$ cat config.mk
export PLATFORM = sky130hd
export DESIGN_NAME = wav_container_parser_unit
export DESIGN_NICKNAME = d
export VERILOG_FILES = /design/src/wcp_pkg.sv /design/src/wav_container_parser_unit.sv /design/src/wcp_div.sv /design/src/wcp_dp.sv /design/src/wcp_ctrl.sv
export SDC_FILE = /design/constraint.sdc
export NUM_CORES = 1
export LEC_CHECK = 0
export BUFFER_PORTS_ARGS = -buffer_cell sky130_fd_sc_hd__buf_4
export CORE_ASPECT_RATIO = 0.75
export CORE_UTILIZATION = 45
export CTS_CLUSTER_SIZE = 24
export DETAILED_ROUTE_END_ITERATION = 10
export RECOVER_POWER = 50
export SYNTH_ARGS = -nofsm -noshare
export SYNTH_HDL_FRONTEND = slang
export SYNTH_SLANG_ARGS = --single-unit
$ cat constraint.sdc
create_clock -name clk -period 6.6 [get_ports clk]
set_clock_uncertainty 0.1 [all_clocks]
set_input_delay 0.66 -clock clk [delete_from_list [all_inputs] [get_ports clk]]
set_output_delay 0.66 -clock clk [all_outputs]
set_load 0.02 [all_outputs]
$ cat src/wcp_pkg.sv
// Shared types and constants for the WAV container parser.
// No dependencies; imported by every module of the block but wcp_div.
`timescale 1ns / 1ps

package wcp_pkg;

  // Result kinds carried on tuser
  localparam logic [1:0] KIND_AUDIO = 2'd0;
  localparam logic [1:0] KIND_FMT   = 2'd1;
  localparam logic [1:0] KIND_SUM   = 2'd2;
  localparam logic [1:0] KIND_ERR   = 2'd3;

  // Tags and chunk ids, first file byte in the lowest bits
  localparam logic [31:0] TAG_RIFF = 32'h4646_4952;
  localparam logic [31:0] TAG_WAVE = 32'h4556_4157;
  localparam logic [31:0] ID_FMT   = 32'h2074_6D66;
  localparam logic [31:0] ID_DATA  = 32'h6174_6164;

  localparam logic [15:0] PCM_CODE    = 16'd1;
  localparam logic [15:0] PCM_BITS    = 16'd16;
  localparam logic [31:0] FMT_MIN_LEN = 32'd16;

  // Commands from the controller to the datapath
  typedef struct packed {
    logic step;       // item accepted: advance the parser
    logic load_step;  // load the step result into the output register
    logic div_start;  // start the frame count division
    logic load_sum;   // load the end summary into the output register
  } wcp_cmd_t;

  // Status from the datapath to the controller
  typedef struct packed {
    logic res_valid;  // this item gives a first result
    logic sum_need;   // this item closes the file with a summary
    logic div_done;   // frame count ready
  } wcp_sts_t;

endpackage

$ cat src/wav_container_parser_unit.sv
// Top level of the WAV container parser: controller plus datapath.
// Depends on wcp_pkg, wcp_ctrl, wcp_dp (which holds wcp_div).
//
// Channel   Direction  tdata                         tuser            tlast
// in_       slave      [7:0] file_byte               -                end_of_file
// out_      master     [7:0] audio_byte,             [1:0] result_kind run_last
//                      [23:8] channel_count, [55:24] sample_rate,
//                      [87:56] data_length, [118:88] frame_count, [119] zero
//
// One byte is taken per cycle while no summary is pending and the output register is
// free or being emptied. A final byte that closes the file with a summary is followed by
// the bit-serial frame divider, a step to pass its done flag on and the summary load.
// Reset (synchronous, active low) returns the parser to the RIFF header; no clearing pass.
// A stalled output holds its item and stops input acceptance until it is taken.
`timescale 1ns / 1ps

module wav_container_parser_unit
  import wcp_pkg::*;
(
  input  logic         clk,
  input  logic         rst_n,
  input  logic         in_tvalid,
  output logic         in_tready,
  input  logic [7:0]   in_tdata,   // [7:0] file_byte
  input  logic         in_tlast,   // end_of_file
  output logic         out_tvalid,
  input  logic         out_tready,
  output logic [119:0] out_tdata,  // audio_byte, channel_count, sample_rate,
                                   // data_length, frame_count, zero pad
  output logic [1:0]   out_tuser,  // [1:0] result_kind
  output logic         out_tlast   // run_last
);

  wcp_cmd_t    cmd;
  wcp_sts_t    sts;
  logic [1:0]  kind;
  logic [7:0]  audio;
  logic [15:0] chans;
  logic [31:0] rate;
  logic [31:0] length;
  logic [30:0] frames;
  logic        last;

  wcp_ctrl u_ctrl (
    .clk        (clk),
    .rst_n      (rst_n),
    .in_tvalid  (in_tvalid),
    .in_tready  (in_tready),
    .out_tvalid (out_tvalid),
    .out_tready (out_tready),
    .sts        (sts),
    .cmd        (cmd)
  );

  wcp_dp u_dp (
    .clk          (clk),
    .rst_n        (rst_n),
    .cmd          (cmd),
    .in_byte      (in_tdata),
    .in_eof       (in_tlast),
    .sts          (sts),
    .out_kind     (kind),
    .out_audio    (audio),
    .out_channels (chans),
    .out_rate     (rate),
    .out_length   (length),
    .out_frames   (frames),
    .out_last     (last)
  );

  // Pack result fields, lowest field first
  assign out_tdata = {1'b0, frames, length, rate, chans, audio};
  assign out_tuser = kind;
  assign out_tlast = last;

endmodule

$ cat src/wcp_div.sv
// Bit-serial restoring divider: length / (2 * channels), zero when channels is zero.
// Depends on nothing but itself; used by wcp_dp.
`timescale 1ns / 1ps

module wcp_div (
  input  logic        clk,
  input  logic        rst_n,
  input  logic        start,
  input  logic [31:0] dividend,
  input  logic [15:0] channels,
  output logic        done,
  output logic [30:0] quotient
);

  logic        busy_r, busy_nxt;
  logic        done_r, done_nxt;
  logic [4:0]  cnt_r, cnt_nxt;
  logic [16:0] rem_r, rem_nxt;
  logic [31:0] quo_r, quo_nxt;
  logic [16:0] dvs_r, dvs_nxt;
  logic [17:0] trial;
  logic [17:0] diff;

  // One quotient bit per cycle
  always_comb begin
    busy_nxt = busy_r;
    done_nxt = 1'b0;
    cnt_nxt  = cnt_r;
    rem_nxt  = rem_r;
    quo_nxt  = quo_r;
    dvs_nxt  = dvs_r;
    trial    = {rem_r, quo_r[31]};
    diff     = trial - {1'b0, dvs_r};
    if (start) begin
      busy_nxt = 1'b1;
      cnt_nxt  = '0;
      rem_nxt  = '0;
      quo_nxt  = dividend;
      dvs_nxt  = {channels, 1'b0};
    end else if (busy_r) begin
      if (trial >= {1'b0, dvs_r}) begin
        rem_nxt = diff[16:0];
        quo_nxt = {quo_r[30:0], 1'b1};
      end else begin
        rem_nxt = trial[16:0];
        quo_nxt = {quo_r[30:0], 1'b0};
      end
      cnt_nxt = cnt_r + 5'd1;
      if (cnt_r == 5'd31) begin
        busy_nxt = 1'b0;
        done_nxt = 1'b1;
      end
    end
  end

  always_ff @(posedge clk) begin
    if (!rst_n) begin
      busy_r <= 1'b0;
      done_r <= 1'b0;
      cnt_r  <= '0;
    end else begin
      busy_r <= busy_nxt;
      done_r <= done_nxt;
      cnt_r  <= cnt_nxt;
    end
    rem_r <= rem_nxt;
    quo_r <= quo_nxt;
    dvs_r <= dvs_nxt;
  end

  assign done     = done_r;
  // A zero divisor reports no frames
  assign quotient = (dvs_r == 17'd0) ? 31'd0 : quo_r[30:0];

endmodule

$ cat src/wcp_dp.sv
// Parser datapath: header and chunk decoding, fmt fields, summary snapshot, output register.
// Depends on wcp_pkg and wcp_div; driven by commands from wcp_ctrl.
`timescale 1ns / 1ps

module wcp_dp
  import wcp_pkg::*;
(
  input  logic         clk,
  input  logic         rst_n,
  input  wcp_cmd_t     cmd,
  input  logic [7:0]   in_byte,
  input  logic         in_eof,
  output wcp_sts_t     sts,
  output logic [1:0]   out_kind,
  output logic [7:0]   out_audio,
  output logic [15:0]  out_channels,
  output logic [31:0]  out_rate,
  output logic [31:0]  out_length,
  output logic [30:0]  out_frames,
  output logic         out_last
);

  typedef enum logic [2:0] {
    PH_HEADER = 3'd0,
    PH_CHUNK  = 3'd1,
    PH_FMT    = 3'd2,
    PH_DATA   = 3'd3,
    PH_SKIP   = 3'd4,
    PH_DRAIN  = 3'd5
  } phase_t;

  phase_t      phase_r, phase_nxt;
  logic [3:0]  hdr_idx_r, hdr_idx_nxt;
  logic [31:0] chunk_id_r, chunk_id_nxt;
  logic [31:0] left_r, left_nxt;
  logic [4:0]  fmt_idx_r, fmt_idx_nxt;
  logic [15:0] format_r, format_nxt;
  logic [15:0] chans_r, chans_nxt;
  logic [31:0] rate_r, rate_nxt;
  logic [15:0] bits_r, bits_nxt;
  logic [31:0] data_len_r, data_len_nxt;
  logic        err_r, err_nxt;

  // Summary snapshot and output register
  logic [15:0] sum_ch_r;
  logic [31:0] sum_rate_r;
  logic [31:0] sum_len_r;
  logic [1:0]  o_kind_r;
  logic [7:0]  o_audio_r;
  logic [15:0] o_ch_r;
  logic [31:0] o_rate_r;
  logic [31:0] o_len_r;
  logic [30:0] o_frames_r;
  logic        o_last_r;

  // Step result
  logic        res_v;
  logic [1:0]  res_kind;
  logic [7:0]  res_audio;
  logic [15:0] res_ch;
  logic [31:0] res_rate;
  logic        raise;
  logic        sum_need;
  logic        mismatch;
  logic [31:0] wide_b;
  logic        div_done;
  logic [30:0] div_q;

  assign wide_b = {24'd0, in_byte};

  // Advance the parser by one byte
  always_comb begin
    phase_nxt    = phase_r;
    hdr_idx_nxt  = hdr_idx_r;
    chunk_id_nxt = chunk_id_r;
    left_nxt     = left_r;
    fmt_idx_nxt  = fmt_idx_r;
    format_nxt   = format_r;
    chans_nxt    = chans_r;
    rate_nxt     = rate_r;
    bits_nxt     = bits_r;
    data_len_nxt = data_len_r;
    err_nxt      = err_r;
    res_v        = 1'b0;
    res_kind     = KIND_AUDIO;
    res_audio    = 8'd0;
    res_ch       = 16'd0;
    res_rate     = 32'd0;
    raise        = 1'b0;
    sum_need     = 1'b0;
    mismatch     = 1'b0;

    if (!err_r) begin
      case (phase_r)
        PH_HEADER: begin
          mismatch = (hdr_idx_r < 4'd4 &&
                      in_byte != TAG_RIFF[{hdr_idx_r[1:0], 3'b000} +: 8]) ||
                     (hdr_idx_r >= 4'd8 && hdr_idx_r < 4'd12 &&
                      in_byte != TAG_WAVE[{hdr_idx_r[1:0], 3'b000} +: 8]);
          if (mismatch) begin
            raise = 1'b1;
          end else if (hdr_idx_r >= 4'd11) begin
            phase_nxt   = PH_CHUNK;
            hdr_idx_nxt = 4'd0;
          end else begin
            hdr_idx_nxt = hdr_idx_r + 4'd1;
          end
        end
        PH_CHUNK: begin
          if (hdr_idx_r == 4'd0) begin
            chunk_id_nxt = wide_b;
          end else if (hdr_idx_r < 4'd4) begin
            chunk_id_nxt = chunk_id_r | (wide_b << {hdr_idx_r[1:0], 3'b000});
          end else if (hdr_idx_r == 4'd4) begin
            left_nxt = wide_b;
          end else begin
            left_nxt = left_r | (wide_b << {hdr_idx_r[1:0], 3'b000});
          end
          if (hdr_idx_r >= 4'd7) begin
            hdr_idx_nxt = 4'd0;
            if (chunk_id_nxt == ID_FMT) begin
              if (left_nxt < FMT_MIN_LEN) begin
                raise = 1'b1;
              end else begin
                phase_nxt   = PH_FMT;
                fmt_idx_nxt = 5'd0;
              end
            end else if (chunk_id_nxt == ID_DATA) begin
              data_len_nxt = left_nxt;
              phase_nxt    = (left_nxt != 32'd0) ? PH_DATA : PH_CHUNK;
            end else begin
              phase_nxt = (left_nxt != 32'd0) ? PH_SKIP : PH_CHUNK;
            end
          end else begin
            hdr_idx_nxt = hdr_idx_r + 4'd1;
          end
        end
        PH_FMT: begin
          left_nxt    = left_r - 32'd1;
          fmt_idx_nxt = fmt_idx_r + 5'd1;
          case (fmt_idx_r)
            5'd0:  format_nxt = {8'd0, in_byte};
            5'd1:  format_nxt = format_r | {in_byte, 8'd0};
            5'd2:  chans_nxt  = {8'd0, in_byte};
            5'd3:  chans_nxt  = chans_r | {in_byte, 8'd0};
            5'd4:  rate_nxt   = wide_b;
            5'd5, 5'd6, 5'd7:
              rate_nxt = rate_r | (wide_b << {fmt_idx_r[1:0], 3'b000});
            5'd14: bits_nxt   = {8'd0, in_byte};
            5'd15: bits_nxt   = bits_r | {in_byte, 8'd0};
            default: ;
          endcase
          if (fmt_idx_r >= 5'd15) begin
            if (format_nxt != PCM_CODE || bits_nxt != PCM_BITS) begin
              raise = 1'b1;
            end else begin
              res_v       = 1'b1;
              res_kind    = KIND_FMT;
              res_ch      = chans_nxt;
              res_rate    = rate_nxt;
              hdr_idx_nxt = 4'd0;
              phase_nxt   = (left_nxt != 32'd0) ? PH_SKIP : PH_CHUNK;
            end
          end
        end
        PH_DATA: begin
          res_v       = 1'b1;
          res_kind    = KIND_AUDIO;
          res_audio   = in_byte;
          left_nxt    = left_r - 32'd1;
          hdr_idx_nxt = 4'd0;
          phase_nxt   = (left_nxt != 32'd0) ? PH_DATA : PH_CHUNK;
        end
        PH_SKIP: begin
          left_nxt    = left_r - 32'd1;
          hdr_idx_nxt = 4'd0;
          phase_nxt   = (left_nxt != 32'd0) ? PH_SKIP : PH_CHUNK;
        end
        default: ;
      endcase
    end

    // File ending inside the header or the fmt fields is an error
    if (in_eof && !raise && !err_r) begin
      if (phase_nxt == PH_HEADER || phase_nxt == PH_FMT) begin
        raise = 1'b1;
      end else begin
        sum_need = 1'b1;
      end
    end

    if (raise) begin
      res_v     = 1'b1;
      res_kind  = KIND_ERR;
      res_audio = 8'd0;
      res_ch    = 16'd0;
      res_rate  = 32'd0;
      err_nxt   = 1'b1;
      phase_nxt = PH_DRAIN;
    end
  end

  // Hold parser state; the final byte returns it to reset
  always_ff @(posedge clk) begin
    if (!rst_n || (cmd.step && in_eof)) begin
      phase_r    <= PH_HEADER;
      hdr_idx_r  <= '0;
      chunk_id_r <= '0;
      left_r     <= '0;
      fmt_idx_r  <= '0;
      format_r   <= '0;
      chans_r    <= '0;
      rate_r     <= '0;
      bits_r     <= '0;
      data_len_r <= '0;
      err_r      <= 1'b0;
    end else if (cmd.step) begin
      phase_r    <= phase_nxt;
      hdr_idx_r  <= hdr_idx_nxt;
      chunk_id_r <= chunk_id_nxt;
      left_r     <= left_nxt;
      fmt_idx_r  <= fmt_idx_nxt;
      format_r   <= format_nxt;
      chans_r    <= chans_nxt;
      rate_r     <= rate_nxt;
      bits_r     <= bits_nxt;
      data_len_r <= data_len_nxt;
      err_r      <= err_nxt;
    end
  end

  // Capture the summary values as they stand after the final byte
  always_ff @(posedge clk) begin
    if (cmd.step && sum_need) begin
      sum_ch_r   <= chans_nxt;
      sum_rate_r <= rate_nxt;
      sum_len_r  <= data_len_nxt;
    end
  end

  wcp_div u_div (
    .clk      (clk),
    .rst_n    (rst_n),
    .start    (cmd.div_start),
    .dividend (data_len_nxt),
    .channels (chans_nxt),
    .done     (div_done),
    .quotient (div_q)
  );

  // Load the output register
  always_ff @(posedge clk) begin
    if (cmd.load_step) begin
      o_kind_r   <= res_kind;
      o_audio_r  <= res_audio;
      o_ch_r     <= res_ch;
      o_rate_r   <= res_rate;
      o_len_r    <= 32'd0;
      o_frames_r <= 31'd0;
      o_last_r   <= !sum_need;
    end else if (cmd.load_sum) begin
      o_kind_r   <= KIND_SUM;
      o_audio_r  <= 8'd0;
      o_ch_r     <= sum_ch_r;
      o_rate_r   <= sum_rate_r;
      o_len_r    <= sum_len_r;
      o_frames_r <= div_q;
      o_last_r   <= 1'b1;
    end
  end

  assign sts.res_valid = res_v;
  assign sts.sum_need  = sum_need;
  assign sts.div_done  = div_done;

  assign out_kind     = o_kind_r;
  assign out_audio    = o_audio_r;
  assign out_channels = o_ch_r;
  assign out_rate     = o_rate_r;
  assign out_length   = o_len_r;
  assign out_frames   = o_frames_r;
  assign out_last     = o_last_r;

endmodule

$ cat src/wcp_ctrl.sv
// Controller: stream handshakes, output register occupancy, summary sequencing.
// Depends on wcp_pkg; issues commands to wcp_dp and reads its status.
`timescale 1ns / 1ps

module wcp_ctrl
  import wcp_pkg::*;
(
  input  logic     clk,
  input  logic     rst_n,
  input  logic     in_tvalid,
  output logic     in_tready,
  output logic     out_tvalid,
  input  logic     out_tready,
  input  wcp_sts_t sts,
  output wcp_cmd_t cmd
);

  typedef enum logic [1:0] {
    C_RUN = 2'd0,
    C_DIV = 2'd1,
    C_SUM = 2'd2
  } ctrl_state_t;

  ctrl_state_t state_r, state_nxt;
  logic        out_valid_r, out_valid_nxt;
  logic        out_free;
  logic        ready;

  // Sequence items, the division wait and the summary load
  always_comb begin
    state_nxt     = state_r;
    out_valid_nxt = out_valid_r;
    cmd           = '0;
    ready         = 1'b0;
    out_free      = !out_valid_r || out_tready;
    if (out_valid_r && out_tready) begin
      out_valid_nxt = 1'b0;
    end
    case (state_r)
      C_RUN: begin
        ready = out_free;
        if (in_tvalid && out_free) begin
          cmd.step = 1'b1;
          if (sts.res_valid) begin
            cmd.load_step = 1'b1;
            out_valid_nxt = 1'b1;
          end
          if (sts.sum_need) begin
            cmd.div_start = 1'b1;
            state_nxt     = C_DIV;
          end
        end
      end
      C_DIV: begin
        if (sts.div_done) begin
          state_nxt = C_SUM;
        end
      end
      C_SUM: begin
        if (out_free) begin
          cmd.load_sum  = 1'b1;
          out_valid_nxt = 1'b1;
          state_nxt     = C_RUN;
        end
      end
      default: state_nxt = C_RUN;
    endcase
  end

  always_ff @(posedge clk) begin
    if (!rst_n) begin
      state_r     <= C_RUN;
      out_valid_r <= 1'b0;
    end else begin
      state_r     <= state_nxt;
      out_valid_r <= out_valid_nxt;
    end
  end

  assign in_tready  = ready;
  assign out_tvalid = out_valid_r;

endmodule
==> impl_metrics.json, run 1 <==
{
  "status": "finished with violations",
  "violations": "capacitance limit, slew limit",
  "slew_viol_final": 327,
  "place_ws_ps": 1370,
  "finalSetupViolCount": 0,
  "period_share_pct": 85.2,
  "rsz0062_at_grt": "false",
  "path_cells": "inv_1 > ha_1 > nor3b_1 > nand4_1 > or3_1 > a2111oi_0 > o2111a_1 > a21oi_1 > nor3_1 > a2111o_2 > clkinv_4 > mux2_4",
  "layout_setup_ws_ps": 974,
  "grt-ovfl-total": 0,
  "arrival_ps": 5860,
  "place_hpwl_um": 38200,
  "synth_cells": 2259,
  "tritoncts": "yes",
  "synth_top_cell_area_share_pct": 25.7,
  "place_congestion": 0.895,
  "vias_per_cell": 5.91,
  "powerDensity_mw_per_mm2": 321,
  "layout_common_cells": "nor2_1 (320), dfxtp_1 (279), nand2_1 (199), edfxtp_1 (187), a21oi_1 (161)",
  "yosys.area_share.adder_pct": 1.81,
  "synth-main-ff-cell": "dfxtp_1",
  "hold_buffers": 0,
  "clock_latency_ps": 590,
  "p_leak_nw": 8.39,
  "cts_made_buffers": 47,
  "fmax_ghz": 0.178,
  "dp.cells": 2874,
  "nets": 2328,
  "final_common_cell": "nor2_1",
  "synth-edff-count": 187,
  "clock-root-buffer": "clkbuf_16",
  "grtUsageTotal_pct": 23.6,
  "crit_slowest_cell": "nor3_1",
  "stdcell_count": 2962,
  "synth_xor_area_share_pct": 0.762,
  "synth-simple-area-share_pct": 16.8,
  "cts_resized": 0,
  "async_reset_ff_share_pct": 0,
  "nFillCells": 4424,
  "critPathRequiredTime_ps": 6830,
  "core-area_mm2": 0.0477,
  "worstSetupPathType": "flip-flop to flip-flop",
  "dieArea_mm2": 0.0494,
  "critPathCaptureType": "flip-flop",
  "power_mw": 7.76,
  "wl_per_cell_um": 20.0,
  "ys_types": 89,
  "synth_nets": 2303,
  "diodes": 0,
  "rows": 69,
  "post_cts_buffers": 0,
  "hold_class": "primary input to flip-flop",
  "vdd_ir_drop_max_mv": 0.210,
  "synth_area_leaders": "edfxtp_1 (26%), dfxtp_1 (26%), nor2_1 (5.5%)",
  "die_h_um": 193,
  "antenna_found_initial": 1,
  "synthMuxAreaShare_pct": 4.73,
  "synth_top_family_by_area": "compound AO/OA/AOI/OAI gates",
  "port_buffers": 136,
  "clock-sinks": 466,
  "slew_headroom_pct": -141,
  "yosys_warnings": 0,
  "cap_violations": 6,
  "avgSynthCellArea_um2": 9.67,
  "antenna_left": 0,
  "routed_wl_um": 59300,
  "syn-cell-area_mm2": 0.0218,
  "drcViolationCount": 0,
  "tns_ps": 0,
  "cts_buffer_depth": 3,
  "critPathLaunchType": "flip-flop",
  "critical_path_peak_fanout": 69,
  "clk_pin_slew_worst_paths_ps": 60,
  "grt_max_degree": 92,
  "max_stage_delay_ps": 700,
  "grt_pass1_wl_um": 93000,
  "start_util_pct": 45.8,
  "yosys.area.top_type": "edfxtp_1",
  "tightest_slew_ps": 3610,
  "vias": 17516,
  "synth_compound_area_share_pct": 20.2,
  "cts_max_level": 2,
  "hold_viol": 0,
  "ios": 138,
  "drive_gt1_share_pct": 7.19,
  "die_width_um": 256,
  "period_minus_slack_ps": 5630,
  "yosys_register_bits": 466,
  "synth-seq-area-share_pct": 51.3,
  "syn_to_final_growth_pct": 10.6,
  "dr.pass1.iters": 6,
  "drt-initial-drc-count": 1450,
  "grt_pass1_vias": 16221
}
## synthesized netlist by cell type (8+ instances only)
cell and instances:
nand2_1 203, mux2_4 30, o31ai_1 9, ha_1 30, a22o_1 20, a32o_1 31, a21o_1 19, buf_2 16
o21ai_0 91, mux2_2 33, mux2i_1 20, clkbuf_1 151, or4_1 9, nor2_1 321, a21oi_1 162, nor3_1 62
nand3_1 19, a22oi_1 82, a2bb2oi_1 11, and2_1 20, edfxtp_1 187, a211oi_1 62, nor4_1 31, dfxtp_1 279
o22ai_1 10, o211ai_1 8, o21a_1 8, or3_1 11, and3_1 15, nor2b_1 11, or2_2 8, nand4_1 12
xnor2_1 12, inv_1 43, buf_1 11, o2bb2ai_1 41, nand2b_1 16, a21boi_0 37
## logic make-up after synthesis
kind of cell    count (synthesis)
compound gates                642
simple gates                  786
flops                         466
mux                            84
other cells                     1
buf+inv                       230
fa+ha+maj                      31
xor+xnor                       19
## critical path: cells and delay by family, from the launching register on
| family | cells | cell delay [ps] |
|---|---|---|
| AO/OA/AOI/OAI | 4 | 1520 |
| AND/OR/NAND/NOR | 4 | 1840 |
| buffers and inverters | 2 | 630 |
| flip-flops | 1 | 400 |
| adder cells (fa/ha/maj) | 1 | 250 |
| multiplexers | 1 | 530 |
## flip-flops by register name, summed over array words and instances (netlist names), 32 cells and up
signal,cells
u_dp.chunk_id_r,32
u_dp.data_len_r,32
u_dp.left_r,32
u_dp.out_length,32
u_dp.out_rate,32
u_dp.rate_r,32
u_dp.sum_len_r,32
u_dp.sum_rate_r,32
u_dp.u_div.quo_r,32
## where the power goes
group	internal (mW)	switching, mW
Clock	1.54	1.16
Combinational	0.590	1.06
Sequential	3.28	0.139
## final timing paths
| check | start | end | slack [ps] | depth (start not counted) |
|---|---|---|---|---|
| setup / recovery | u_dp.left_r[0] | u_dp.u_div.quo_r[13] | 970 | 12 |
| hold / removal | rst_n | u_ctrl.state_r[0] | 310 | 3 |
| setup reg to reg | u_dp.left_r[0] | u_dp.u_div.quo_r[13] | 970 | 12 |
| hold reg to reg | u_dp.data_len_r[5] | u_dp.data_len_r[5] | 350 | 2 |
## routing by layer
metal / global-route usage, % / vias to the layer above / share of wire (%)
li1: - / 8330 / -
met1: 34.2 / 8510 / 47
met2: 35.6 / 595 / 44
met3: 4.36 / 81 / 6.8
met4: 6.78 / 0 / 2.0
met5: 0 / - / 0
## through the flow
step	cell area, µm²	utilization (%)	hold WS [ps]
global placement	23100	48.5	339
detailed placement	23100	48.5	347
floorplan	21800	-	334
finish	24200	50.7	305
CTS	24700	51.8	275
global route	24200	50.7	299
## final cells by class
type                            instances  area (µm²)  area share [%]
Tap cell                              639         800            3.31
Multi-Input combinational cell       1563        9730            40.2
Clock buffer                           68        1380            5.70
Inverter                               45         174           0.720
Sequential cell                       466       11200            46.3
Timing Repair Buffer                  161         714            2.96
Clock inverter                         20         176           0.730
Note: power is estimated with default switching activity, not from simulation.
==> inputs of run 2 (changes only) <==
--- a/config.mk
+++ b/config.mk
@@ -11,6 +11,8 @@
 export CTS_CLUSTER_SIZE = 24
 export DETAILED_ROUTE_END_ITERATION = 10
 export RECOVER_POWER = 50
+export REMOVE_ABC_BUFFERS = 1
+export SETUP_SLACK_MARGIN = 0.2
 export SYNTH_ARGS = -nofsm -noshare
 export SYNTH_HDL_FRONTEND = slang
 export SYNTH_SLANG_ARGS = --single-unit
==> impl_metrics.json, run 2 (synthesis gave the netlist of run 1 again) <==
{
  "nets": 2329,
  "worstSetupPathType": "flip-flop to flip-flop",
  "slew_headroom_pct": -133,
  "clk_pin_slew_worst_paths_ps": 60,
  "drcViolationCount": 0,
  "drt-initial-drc-count": 1757,
  "final_common_cell": "nor2_1",
  "cts_buffer_depth": 3,
  "clock-root-buffer": "clkbuf_16",
  "violations": "capacitance limit, slew limit",
  "critPathRequiredTime_ps": 6840,
  "clock_latency_ps": 600,
  "max_stage_delay_ps": 770,
  "fmax_ghz": 0.178,
  "cts_resized": 0,
  "clock-sinks": 466,
  "grt_pass1_wl_um": 93500,
  "rsz0062_at_grt": "false",
  "post_cts_buffers": 0,
  "grtUsageTotal_pct": 23.9,
  "cp_common_cell": "nor3_1",
  "cap_violations": 5,
  "status": "finished with violations",
  "hold_buffers": 0,
  "period_share_pct": 84.9,
  "tns_ps": 0,
  "place_hpwl_um": 38800,
  "tritoncts": "yes",
  "ios": 138,
  "grt_pass1_vias": 16002,
  "cts_made_buffers": 48,
  "critPathLaunchType": "flip-flop",
  "stdcell_count": 2964,
  "critical_path_peak_fanout": 44,
  "critPathCaptureType": "flip-flop",
  "powerDensity_mw_per_mm2": 323,
  "drive_gt1_share_pct": 8.09,
  "period_minus_slack_ps": 5600,
  "hold_viol": 0,
  "slew_viol_final": 330,
  "antenna_left": 0,
  "dp.cells": 2874,
  "start_util_pct": 45.8,
  "wl_per_cell_um": 20.4,
  "grt_max_degree": 94,
  "crit_slowest_cell": "dfxtp_1",
  "port_buffers": 136,
  "vias_per_cell": 5.93,
  "arrival_ps": 5840,
  "place_ws_ps": 1310,
  "core-area_mm2": 0.0477,
  "die_h_um": 193,
  "syn_to_final_growth_pct": 10.8,
  "layout_common_cells": "nor2_1 (319), dfxtp_1 (279), nand2_1 (201), edfxtp_1 (187), a21oi_1 (161)",
  "path_cells": "inv_1 > ha_1 > nor2b_1 > o21a_1 > a22o_1 > nor4_1 > and3_1 > nor3_1 > nor3_1 > a2111o_1 > clkinv_4 > buf_4 > mux2_4",
  "routed_wl_um": 60400,
  "rows": 69,
  "grt-ovfl-total": 0,
  "vias": 17576,
  "tightest_slew_ps": 3500,
  "layout_setup_ws_ps": 997,
  "dieArea_mm2": 0.0494,
  "antenna_found_initial": 0,
  "die_width_um": 256,
  "p_leak_nw": 8.43,
  "cts_max_level": 2,
  "hold_class": "primary input to flip-flop",
  "diodes": 0,
  "vdd_ir_drop_max_mv": 0.174,
  "place_congestion": 0.918,
  "dr.pass1.iters": 6,
  "finalSetupViolCount": 0
}
## run 2: cell count changes in the layout (fill, tap and decap cells not counted), sizes merged
cell and change:
clkbuf -6, clkinv +9, buf +1, bufinv +1, clkinvlp -5, inv +2
## run 2: power breakdown
group	leakage, nW	internal, mW	switching (mW)
registers	3.97	3.28	0.151
clock network	0.791	1.56	1.18
logic	3.66	0.588	1.07
total	8.43	5.43	2.40
## run 2: metrics by stage
step / total power [mW] / hold slack [ps] / instance area (µm²) / utilization (%)
2_1_floorplan: 4.64 / 334 / 21100 / -
3_5_place_dp: 5.20 / 348 / 23100 / 48.5
4_1_cts: 7.94 / 258 / 24700 / 51.9
3_3_place_gp: 5.17 / 339 / 23100 / 48.5
5_1_grt: 8.18 / 280 / 24200 / 50.8
6_report: 7.83 / 285 / 24200 / 50.8
## run 2: critical path, delay by kind of cell (launching register included)
kind / cells / cell delay, ps
buffers and inverters: 3 / 1110
AOI/OAI and AO/OA: 3 / 1140
adders and majority gates: 1 / 380
DFF: 1 / 770
muxes: 1 / 340
and+or+nand+nor: 5 / 1450
## run 2: path summary, 6_finish.rpt
path,startpoint,to,slack [ps],depth (start not counted)
setup / recovery,u_dp.hdr_idx_r[1],u_dp.u_div.quo_r[17],1000,13
hold / removal,rst_n,u_ctrl.state_r[0],280,3
hold reg to reg,u_dp.data_len_r[5],u_dp.data_len_r[5],360,2
setup reg to reg,u_dp.hdr_idx_r[1],u_dp.u_div.quo_r[17],1000,13
## run 2: routing by layer
layer  vias to the layer above  wire (µm)  GRT usage [%]  share of wire (%)
met5                         -          0              0                  0
met4                         0        986           5.84                1.6
met3                        80       4830           4.44                8.0
met2                       676      25000           34.2                 41
met1                      8471      29600           36.8                 49
li1                       8349          -              -                  -
## run 2: cell type report
type                            count  area [µm²]
Sequential cell                   466       11200
Clock inverter                     27         251
Fill cell                        4433       23500
Tap cell                          639         800
Multi-Input combinational cell   1563        9720
Inverter                           45         174
Timing Repair Buffer              161         721
Clock buffer                       63        1340
==> inputs of run 3 (changes only) <==
==> constraint.sdc (replaced) <==
create_clock -name clk -period 4.7 [get_ports clk]
set_clock_uncertainty 0.1 [all_clocks]
set_input_delay 0.47 -clock clk [delete_from_list [all_inputs] [get_ports clk]]
set_output_delay 0.47 -clock clk [all_outputs]
set_load 0.02 [all_outputs]
==> impl_metrics.json, run 3 (synthesis gave the netlist of run 1 again) <==
{
  "critPathBufInv": 3,
  "final_common_cell": "nor2_1",
  "final_area_mm2": 0.0247,
  "port_buffers": 136,
  "worstSetupPathType": "flip-flop to flip-flop",
  "syn_to_final_growth_pct": 13.2,
  "rr_worst_depth": 13,
  "rows": 69,
  "antenna_found_initial": 3,
  "p_leak_nw": 8.68,
  "fmax_ghz": 0.224,
  "violations": "capacitance limit, slew limit",
  "cts_max_level": 2,
  "critPathRequiredTime_ps": 4950,
  "cap_violations": 1,
  "cp_top_family": "simple AND/OR/NAND/NOR gates",
  "power_mw": 11.4,
  "drive_gt1_share_pct": 9.53,
  "r2r_slack_ps": 230,
  "critPathCaptureType": "flip-flop",
  "drcViolationCount": 0,
  "clock-root-buffer": "clkbuf_16",
  "antenna_left": 0,
  "dr.pass1.iters": 6,
  "layout_common_cells": "nor2_1 (319), dfxtp_1 (279), nand2_1 (200), edfxtp_1 (187), a21oi_1 (161)",
  "r2r_end": "u_dp.u_div.quo_r[30]",
  "grt-ovfl-total": 0,
  "cts_buffer_depth": 3,
  "clock-sinks": 466,
  "slew_headroom_pct": -13.9,
  "hold_path_end": "u_ctrl.state_r[1]",
  "critPathLaunchType": "flip-flop",
  "powerDensity_mw_per_mm2": 460,
  "power.switching_mw": 3.43,
  "die_h_um": 193,
  "grt_pass1_wl_um": 95900,
  "dieArea_mm2": 0.0494,
  "p_comb_share_pct": 21.8,
  "hold_buffers": 0,
  "vias": 17914,
  "ios": 138,
  "dpl-instance-area_mm2": 0.0235,
  "vias_per_cell": 5.97,
  "grt_max_degree": 76,
  "nets": 2367,
  "wl_per_cell_um": 20.7,
  "critical_path_peak_fanout": 43,
  "core-area_mm2": 0.0477,
  "routed_wl_um": 62100,
  "clkPwrFrac_pct": 36.3,
  "regToRegStartpoint": "u_dp.fmt_idx_r[1]",
  "start_util_pct": 45.8,
  "place_hpwl_um": 40800,
  "hold_viol": 0,
  "p_seq_share_pct": 41.9,
  "clk_pin_slew_worst_paths_ps": 60,
  "grt_pass1_vias": 16384,
  "arrival_ps": 4720,
  "crit_slowest_cell": "or4b_1",
  "slew_viol_final": 13,
  "grtUsageTotal_pct": 24.6,
  "tightest_slew_ps": 1690,
  "tritoncts": "yes",
  "p_int_mw": 7.95,
  "clock_latency_ps": 610,
  "path_cells": "inv_1 > ha_1 > or4b_1 > or4_4 > a2bb2oi_2 > and4_1 > a31oi_1 > and4bb_1 > nor3_1 > a2111o_2 > clkinv_4 > buf_16 > mux2_1",
  "worstHoldStart": "rst_n",
  "finalSetupViolCount": 0,
  "max_stage_delay_ps": 590,
  "vdd_ir_drop_max_mv": 0.317,
  "place_congestion": 0.948,
  "cts_made_buffers": 47,
  "period_share_pct": 95.1,
  "hold_class": "primary input to flip-flop",
  "die_width_um": 256,
  "period_minus_slack_ps": 4470,
  "rsz0062_at_grt": "false",
  "drt-initial-drc-count": 1843,
  "nFillCells": 4435,
  "status": "finished with violations",
  "min_path_cells": 2,
  "p_sw_share_pct": 30.2
}
run 3: changes by cell type in the layout (fill, tap and decap cells not counted), moves of 3 or more:
| cell | change |
|---|---|
| mux2_1 | +5 |
| clkbuf_16 | -3 |
| bufinv_16 | +6 |
| and2_1 | -3 |
| and2_0 | +4 |
| clkinvlp_4 | +3 |
| buf_12 | +6 |
| buf_4 | +30 |
| mux2_2 | -5 |
| clkinv_2 | -9 |
run 3: how the worst max path moves through the flow:
| stage | from | end | slack (ps) | cells past startpoint |
|---|---|---|---|---|
| 2_1_floorplan | u_dp.fmt_idx_r[1] | u_dp.out_audio[0] | -3040 | 11 |
| 3_3_place_gp | u_dp.fmt_idx_r[1] | u_dp.u_div.quo_r[30] | 340 | 13 |
| 3_5_place_dp | u_dp.left_r[0] | u_dp.u_div.quo_r[30] | 220 | 13 |
| 4_1_cts | u_dp.left_r[0] | u_dp.u_div.quo_r[30] | 210 | 13 |
| 5_1_grt | u_dp.fmt_idx_r[1] | u_dp.u_div.quo_r[30] | 110 | 13 |
| 6_report | u_dp.fmt_idx_r[1] | u_dp.u_div.quo_r[30] | 230 | 13 |
run 3: layer usage:
metal	global-route usage [%]	share of wire, %	vias to the layer above
met5	0	0	-
met1	37.2	48	8685
met3	5.35	8.9	86
met2	34.8	41	730
met4	7.12	2.0	0
li1	-	-	8413
run 3: timing repair:
action	in CTS	in global routing
endpoints found under the setup margin	0	89
setup buffers	0	1
resized for setup	0	7
run 3: worst register-to-register path, delay by kind of cell, from the launching register on:
kind | cells | cell delay (ps)
buffers and inverters | 3 | 500
AND/OR/NAND/NOR | 5 | 1780
AO/OA/AOI/OAI | 3 | 800
flip-flops | 1 | 380
adder cells (fa/ha/maj) | 1 | 260
multiplexers | 1 | 390
run 3: power groups by stage:
stage | Clock, mW | Sequential [mW] | Combinational (mW)
floorplan | 0 | 4.95 | 1.58
global placement | 0 | 4.84 | 2.51
detailed placement | 0 | 4.85 | 2.54
CTS | 4.21 | 4.77 | 2.55
global route | 4.37 | 4.80 | 2.70
finish | 4.13 | 4.77 | 2.48
run 3: layout make-up:
cell class                      instances  area (µm²)  share of cell area, %
Multi-Input combinational cell       1563        9740                   39.4
Sequential cell                       466       11200                   45.3
Tap cell                              639         800                   3.23
Timing Repair Buffer                  200        1110                   4.48
Clock buffer                           62        1290                   5.22
Inverter                               45         174                  0.703
Clock inverter                         26         418                   1.69
Antenna cell                            2        5.00                 0.0202
run 3: through the flow:
step / worst slack (ps) / setup TNS (ps) / hold WS (ps) / utilization (%) / std cells
floorplan: -3040 / -360580 / 334 / - / 2074
global placement: 345 / 0 / 338 / 49.3 / 2912
detailed placement: 223 / 0 / 348 / 49.3 / 2912
CTS: 209 / 0 / 61.1 / 52.9 / 3000
global route: 114 / 0 / 94.8 / 51.9 / 3002
finish: 230 / 0 / 94.4 / 51.9 / 3003
